### config.mk
export PLATFORM = sky130hd
export DESIGN_NAME = bcu_div_cell
export DESIGN_NICKNAME = d
export VERILOG_FILES = /design/src/sv/bcu_pkg.sv /design/src/sv/bcu_div_cell.sv
export SDC_FILE = /design/constraint.sdc
export NUM_CORES = 1
export LEC_CHECK = 0
export ABC_AREA = 1
export BUFFER_PORTS_ARGS = -buffer_cell sky130_fd_sc_hd__buf_2
export CAP_MARGIN = 10
export CORE_AREA = 4 4 217 219
export DETAILED_ROUTE_END_ITERATION = 7
export DIE_AREA = 0 0 221 223
export GPL_TIMING_DRIVEN = 0
export PLACE_DENSITY_LB_ADDON = 0.25
export SYNTH_ARGS = -nofsm -noshare
export SYNTH_HDL_FRONTEND = slang
export SYNTH_SLANG_ARGS = --single-unit
### constraint.sdc
create_clock -name clk -period 20.2 [get_ports clk]
set_clock_uncertainty 0.05 [all_clocks]
set_input_delay 0 -clock clk [delete_from_list [all_inputs] [get_ports clk]]
set_output_delay 0 -clock clk [all_outputs]
set_load 0.01 [all_outputs]
### src/sv/bcu_pkg.sv
`timescale 1ns / 1ps
package bcu_pkg;

  localparam int CoordW  = 16;
  localparam int WeightW = 24;

  typedef struct packed {
    logic signed [CoordW-1:0] query_x;
    logic signed [CoordW-1:0] query_y;
    logic signed [CoordW-1:0] vert1_x;
    logic signed [CoordW-1:0] vert1_y;
    logic signed [CoordW-1:0] vert2_x;
    logic signed [CoordW-1:0] vert2_y;
    logic signed [CoordW-1:0] vert3_x;
    logic signed [CoordW-1:0] vert3_y;
  } in_beat_t;

  typedef struct packed {
    logic [WeightW-1:0] weight_first;
    logic [WeightW-1:0] weight_second;
    logic [WeightW-1:0] weight_third;
    logic               degenerate;
    logic               clipped;
  } out_beat_t;

endpackage

### src/sv/bcu_div_cell.sv
`timescale 1ns / 1ps
module bcu_div_cell #(
  parameter int AW = 33,
  parameter int QW = 24,
  parameter int SW = 4
) (
  input  logic                 clk,
  input  logic                 rst_n,
  input  logic                 in_valid,
  output logic                 in_hold,
  output logic                 out_valid,
  input  logic                 out_hold,
  input  logic [AW-1:0]        t_in,
  input  logic [2:0][AW-1:0]   r_in,
  input  logic [2:0][QW-1:0]   n_in,
  input  logic [2:0][QW-1:0]   q_in,
  input  logic [SW-1:0]        side_in,
  output logic [AW-1:0]        t_out,
  output logic [2:0][AW-1:0]   r_out,
  output logic [2:0][QW-1:0]   n_out,
  output logic [2:0][QW-1:0]   q_out,
  output logic [SW-1:0]        side_out
);
  import bcu_pkg::*;

  logic                v_r;
  logic [AW-1:0]       t_r;
  logic [2:0][AW-1:0]  r_r;
  logic [2:0][QW-1:0]  n_r;
  logic [2:0][QW-1:0]  q_r;
  logic [SW-1:0]       side_r;
  logic [AW:0]         r2 [3];
  logic [2:0]          ge;
  logic [2:0][AW-1:0]  r_nxt;

  // one restoring step per lane: bring down the next numerator bit
  always_comb begin
    for (int i = 0; i < 3; i++) begin
      r2[i] = {r_in[i], n_in[i][QW-1]};
      ge[i] = r2[i] >= {1'b0, t_in};
      r_nxt[i] = ge[i] ? AW'(r2[i] - {1'b0, t_in}) : AW'(r2[i]);
    end
  end

  assign in_hold = v_r & out_hold;

  always_ff @(posedge clk) begin
    if (!rst_n) begin
      v_r <= 1'b0;
    end else if (!in_hold) begin
      v_r <= in_valid;
    end
  end

  always_ff @(posedge clk) begin
    if (!in_hold) begin
      t_r    <= t_in;
      r_r    <= r_nxt;
      side_r <= side_in;
      for (int i = 0; i < 3; i++) begin
        n_r[i] <= {n_in[i][QW-2:0], 1'b0};
        q_r[i] <= {q_in[i][QW-2:0], ge[i]};
      end
    end
  end

  assign out_valid = v_r;
  assign t_out     = t_r;
  assign r_out     = r_r;
  assign n_out     = n_r;
  assign q_out     = q_r;
  assign side_out  = side_r;

endmodule

==> impl_metrics.yaml, run 1 <==
worst_setup_path:
  cp_max_fo: 10
  crit_family: "buffers and inverters"
  worst_ep_required_time_ps: 20440
  slowest_delay_ps: 540
  crit_buf_inv: 5
  worstPathCellList: "dlygate4sd3_1, buf_2, inv_1, ha_1, inv_1, nor2_1, nand2_1, nor3_1, nand3_1, nand2_2, nor2_4, buf_2, nand3_1, nand2_1"
  startpoint_type: "input pin"
  end_kind: "flip-flop"
  worstSetupPathType: "input pin to flip-flop"
  crit_arrival_ps: 2880
  slowest_stage: "dlygate4sd3_1"
layout:
  layout-drive-gt1-share_pct: 23.2
  multi_input_area_sq_mm: 0.00791
  area_growth_pct: 41.6
  final-instance-count-excl-fill: 3771
  ff_latch_area_sq_mm: 0.00834
  fin_nets: 3528
  final_common_cell: "nand2_1"
  nFillCells: 4100
  final_cell_mix: "nand2_1, buf_2, inv_1"
routing:
  routed-via-count: 18311
  drc: 0
  wl_per_cell_microns: 19.9
  firstDrtPassIters: 8
  antenna_left: 0
  vias_per_cell: 4.86
  wirelength_microns: 75000
  drt-initial-drc-count: 1198
logic_synthesis:
  ys.flop_type: "edfxtp_1"
  ys_ff_latch: 278
  ys_warn_count: 0
  avgSynthCellArea_sq_um: 7.96
  synth_edf_count: 277
  seq_area_frac_synth_pct: 46.3
  syn_inst: 2266
  async_flop_share_pct: 0
  synthesis.area_sq_mm: 0.0180
  yosysUniqueCellTypes: 36
power:
  cellPowerDensity_mw_per_mm2: 72.8
  leakagePower_nw: 13.4
  ir_drop_mv: 0.0640
floorplanning:
  die-area_sq_mm: 0.0493
  num_rows: 78
  start_util_pct: 40.0
  die_width_microns: 221
  fp.dieH_microns: 223
  core_area_sq_mm: 0.0451
  io_pins: 566
sta:
  worstMarginPinSlew_ps: 953
  hold_viol: 0
  finalCriticalPeriod_ps: 2640
  timing.fmax_mhz: 379
  rsz0062_at_grt: "no"
  period_share_pct: 13.1
  relSlewSlack_pct: 36.5
  tns_ps: 0
  maxSlewViolCount: 0
  final-setup-viol-count: 0
  worst_slack_ps: 17560
outcome:
  status: "finished, final reports clean"
clocking:
  cts_hold_buf: 276
  path_clk_slew_ps: 60
  numCtsBuffers: 34
  htreeDepth: 2
  cts-resized-gates: 0
  clk_latency_ps: 540
  cts_tree: "yes"
  cts.sinks: 278
  root_buffer: "clkbuf_16"
  cts_max_path_buffers: 3
  post_cts_buffers: 0
global_routing:
  grt-ovfl-total: 0
  grt_pass1_vias: 17611
  grt_start_max_net_pins: 73
  grt_pass1_wl_microns: 110000
  grt_use_total_pct: 29.3
  antenna_found_initial: 5
placement:
  port_buffers: 559
  routabilityCongestion: 0.971
  dp_cells: 3430
  place_ws_ps: 17610
  hpwl_microns: 59100
worst_hold_path:
  hold_path_class: "input pin to flip-flop"
job:
  maxCapViolCount: 0
## registers in the layout (all words and copies together) (netlist names)
register / cells
side_out: 4
q_out: 72
out_valid: 1
r_out: 99
t_out: 33
n_out: 69
## metal layers
metal / vias to the layer above / GRT usage (%) / routed length [microns]
met5: - / 0 / 13
li1: 8956 / - / -
met3: 149 / 4.47 / 4710
met4: 2 / 11.5 / 3330
met1: 8410 / 36.5 / 30100
met2: 794 / 51.2 / 36900
## area by class of cell
cell class	instances	area share [%]
Sequential cell	278	32.7
Tap cell	600	2.94
Timing Repair Buffer	838	22.1
Inverter	414	6.09
Buffer	31	0.927
Clock inverter	17	0.667
Multi-Input combinational cell	1545	31.0
Clock buffer	43	3.54
Antenna cell	5	0.0490
## where the power goes
part           internal [mW]  total (mW)  switching, mW
registers              0.714       0.736         0.0215
logic                  0.199       0.521          0.322
clock network          0.347       0.601          0.254
total                   1.26        1.86          0.597
## Yosys cell counts (3+ instances only)
master,number,area share (%)
a21o_1,6,0.25
a21oi_1,62,1.7
and2_1,22,0.76
buf_2,16,0.44
buf_4,5,0.21
buf_6,7,0.44
edfxtp_1,277,46
fa_1,3,0.33
ha_1,99,6.9
inv_1,406,8.5
inv_2,7,0.15
nand2_1,866,18
nand2_2,18,0.62
nand2_4,3,0.19
nand2_8,3,0.33
nand3_1,184,5.1
nand3_2,27,1.5
nand3b_1,31,1.3
nand4_1,8,0.28
nor2_1,112,2.3
nor2_2,11,0.38
nor2_4,5,0.31
nor3_1,19,0.53
nor3_2,9,0.50
o21ai_0,3,0.083
or2_2,7,0.24
xnor2_1,3,0.15
xor2_1,39,1.9
## cell families after synthesis
group / synth area share, %
AOI/OAI and AO/OA: 2.14
xor gates and xnor gates: 2.04
adders and majority gates: 7.20
other: 0.0208
buffers and inverters: 9.93
DFF: 46.3
and+or+nand+nor: 32.4
## final timing paths
kind                    end      start  slack [ps]  depth (start not counted)
setup / recovery  r_out[19]   t_in[32]       17560                         14
hold / removal    r_out[98]   r_in[98]         120                          8
setup reg to reg  r_out[23]  out_valid       17920                          3
hold reg to reg   n_out[12]  out_valid        1210                          1
## tightest hold or removal path, stage by stage
cell and delay, ps:
buf_2 120, nor2_1 50, nand2_1 60, a21oi_1 50
nand2_2 70, nor2_4 60, nand3_1 60, nand2_1 60
## through the flow
step | cell area, sq um | hold WS [ps] | utilization, % | total power [mW]
2_1_floorplan | 18000 | 48.9 | - | 1.02
3_3_place_gp | 21600 | 127 | 47.9 | 1.22
3_5_place_dp | 21700 | 128 | 48.1 | 1.21
4_1_cts | 25500 | 69.2 | 56.6 | 1.87
5_1_grt | 25500 | 99.7 | 56.6 | 1.95
6_report | 25500 | 115 | 56.6 | 1.86
Note: power is estimated with default switching activity, not from simulation.
==> inputs of run 2 (changes only) <==
CORE_AREA = 4 4 220 222   (was 4 4 217 219)
DIE_AREA = 0 0 224 226   (was 0 0 221 223)
clock period = 2.4 ns   (was 20.2 ns; I/O delays follow)
==> run 2 against run 1 <==
Net effect: the flow now finishes with violations (negative setup slack); global-route usage shrank 0.92 points; via count shrank 0.47%; setup slack lost 18000 ps; first-iteration DRC count grew 0.92%; final cell count grew 0.58%.
==> impl_metrics.yaml, run 2 (synthesis gave the netlist of run 1 again) <==
clocking:
  cts_tree: "yes"
  cts.sinks: 278
  htreeDepth: 1
  clk_latency_ps: 600
  numCtsBuffers: 31
  cts_max_path_buffers: 3
  root_buffer: "clkbuf_16"
  path_clk_slew_ps: 60
power:
  switching_power_mw: 5.00
  p_sw_share_pct: 31.8
  leakagePower_nw: 13.4
  seq_power_share_pct: 39.3
  p_comb_share_pct: 28.7
  cellPowerDensity_mw_per_mm2: 605
  clkPwrFrac_pct: 32.1
  p_int_mw: 10.7
  ir_drop_mv: 0.603
floorplanning:
  die_width_microns: 224
  core_area_sq_mm: 0.0464
  die-area_sq_mm: 0.0506
  start_util_pct: 38.9
  fp.dieH_microns: 226
  num_rows: 79
  io_pins: 566
worst_setup_path:
  worst-r2r-cell-count: 2
  worst_ep_required_time_ps: 2680
  crit_arrival_ps: 2690
  slowest_stage: "dlygate4sd3_1"
  slowest_delay_ps: 530
  crit_family: "simple AND/OR/NAND/NOR gates"
  regToRegStartpoint: "out_valid"
  end_kind: "flip-flop"
  worstPathCellList: "dlygate4sd3_1, buf_2, inv_1, ha_1, nand2_2, nor2_2, nand2_1, nor2_2, nand3b_1, nand2_2, nor2_4, nand2_8, buf_6, nand3_1, nand2_1"
  crit_buf_inv: 4
  ff2ff_setup_slack_ps: 580
  startpoint_type: "input pin"
  cp-startpoint: "t_in[25]"
  worstSetupPathType: "input pin to flip-flop"
  cp_max_fo: 10
  r2r-end: "r_out[42]"
global_routing:
  grt_use_total_pct: 28.3
  grt_use_met1_pct: 33.7
  grt_start_max_net_pins: 115
  top_usage_layer: "met2"
  grt_pass1_vias: 17541
  met3_usage_pct: 4.22
  use_met2_pct: 50.5
  grt_pass1_wl_microns: 108000
  antenna_found_initial: 6
  grt-ovfl-total: 0
sta:
  hold_viol: 0
  relSlewSlack_pct: 60.5
  worst_hold_slack_ps: 67.1
  final-setup-viol-count: 1
  worst_slack_ps: -8.19
  period_share_pct: 100
  worstMarginPinSlew_ps: 591
  timing.fmax_mhz: 415
  finalCriticalPeriod_ps: 2410
  maxSlewViolCount: 0
  rsz0062_at_grt: "yes"
worst_hold_path:
  whs_endpoint: "side_out[1]"
  hold_depth: 2
  min_from: "side_in[1]"
  hold_path_class: "input pin to flip-flop"
routing:
  wirelength_microns: 75900
  firstDrtPassIters: 6
  antenna_left: 0
  vias_per_cell: 4.80
  drt-initial-drc-count: 1209
  routed-via-count: 18225
  drc: 0
  wl_per_cell_microns: 20.0
layout:
  final_common_cell: "nand2_1"
  layout-drive-gt1-share_pct: 25.0
  largest_reg_flops: 99
  fin_nets: 3541
  final_cell_mix: "nand2_1, buf_2, inv_1"
  area_growth_pct: 44.2
  fin_util_pct: 56.1
placement:
  port_buffers: 559
  routabilityCongestion: 0.986
  hpwl_microns: 59800
outcome:
  violations: "negative setup slack"
  status: "complete, but fails checks"
job:
  maxCapViolCount: 0
==> run 2: power groups by stage <==
stage          registers, mW  logic [mW]  clock network, mW
6_report                6.18        4.51               5.04
5_1_grt                 6.22        4.90               5.34
4_1_cts                 6.17        4.38               5.15
3_5_place_dp            6.26        3.99                  0
3_3_place_gp            6.27        3.96                  0
2_1_floorplan           6.56        1.97                  0
==> run 2: timing repair <==
item | CTS | global route
pin swaps | 1 | 3
setup endpoints to repair | 1 | 84
cloned | 0 | 1
buffers inserted | 0 | 15
hold endpoints to repair | 275 | 0
gates resized for setup | 0 | 56
hold buffers | 277 | 0
==> run 2: per-layer routing <==
metal,wire (microns),vias up
met5,13,-
met3,4890,172
met1,29800,8349
met2,37300,745
li1,-,8957
met4,3890,2
==> run 2: worst max path at each step <==
stage	end	slack [ps]	cells past startpoint
final	r_out[59]	-8	15
after global routing	r_out[30]	-50	15
after CTS	in_hold	8	4
after detailed placement	r_out[21]	-270	13
after global placement	r_out[21]	-250	13
after floorplan	out_valid	240	3
==> run 2: cell type report <==
type | count | area (sq um)
clock buffer | 41 | 863
timing repair buffer | 853 | 5800
tap | 607 | 759
buffer | 31 | 236
inverter | 414 | 1600
multi-input combinational | 1546 | 8170
fill | 4153 | 20400
sequential | 278 | 8340
antenna | 6 | 15.0
clock inverter | 17 | 221
==> run 2: through the flow <==
stage | cell area (sq um) | power, mW | setup WS [ps] | cells | TNS (ps)
finish | 26000 | 15.7 | -8.19 | 3793 | -8.19
global route | 26000 | 16.5 | -52.5 | 3790 | -965
CTS | 25500 | 15.7 | 8.24 | 3771 | 0
detailed placement | 21700 | 10.2 | -270 | 3436 | -8590
global placement | 21600 | 10.2 | -248 | 3434 | -9400
floorplan | 18100 | 8.54 | 242 | 2268 | 0
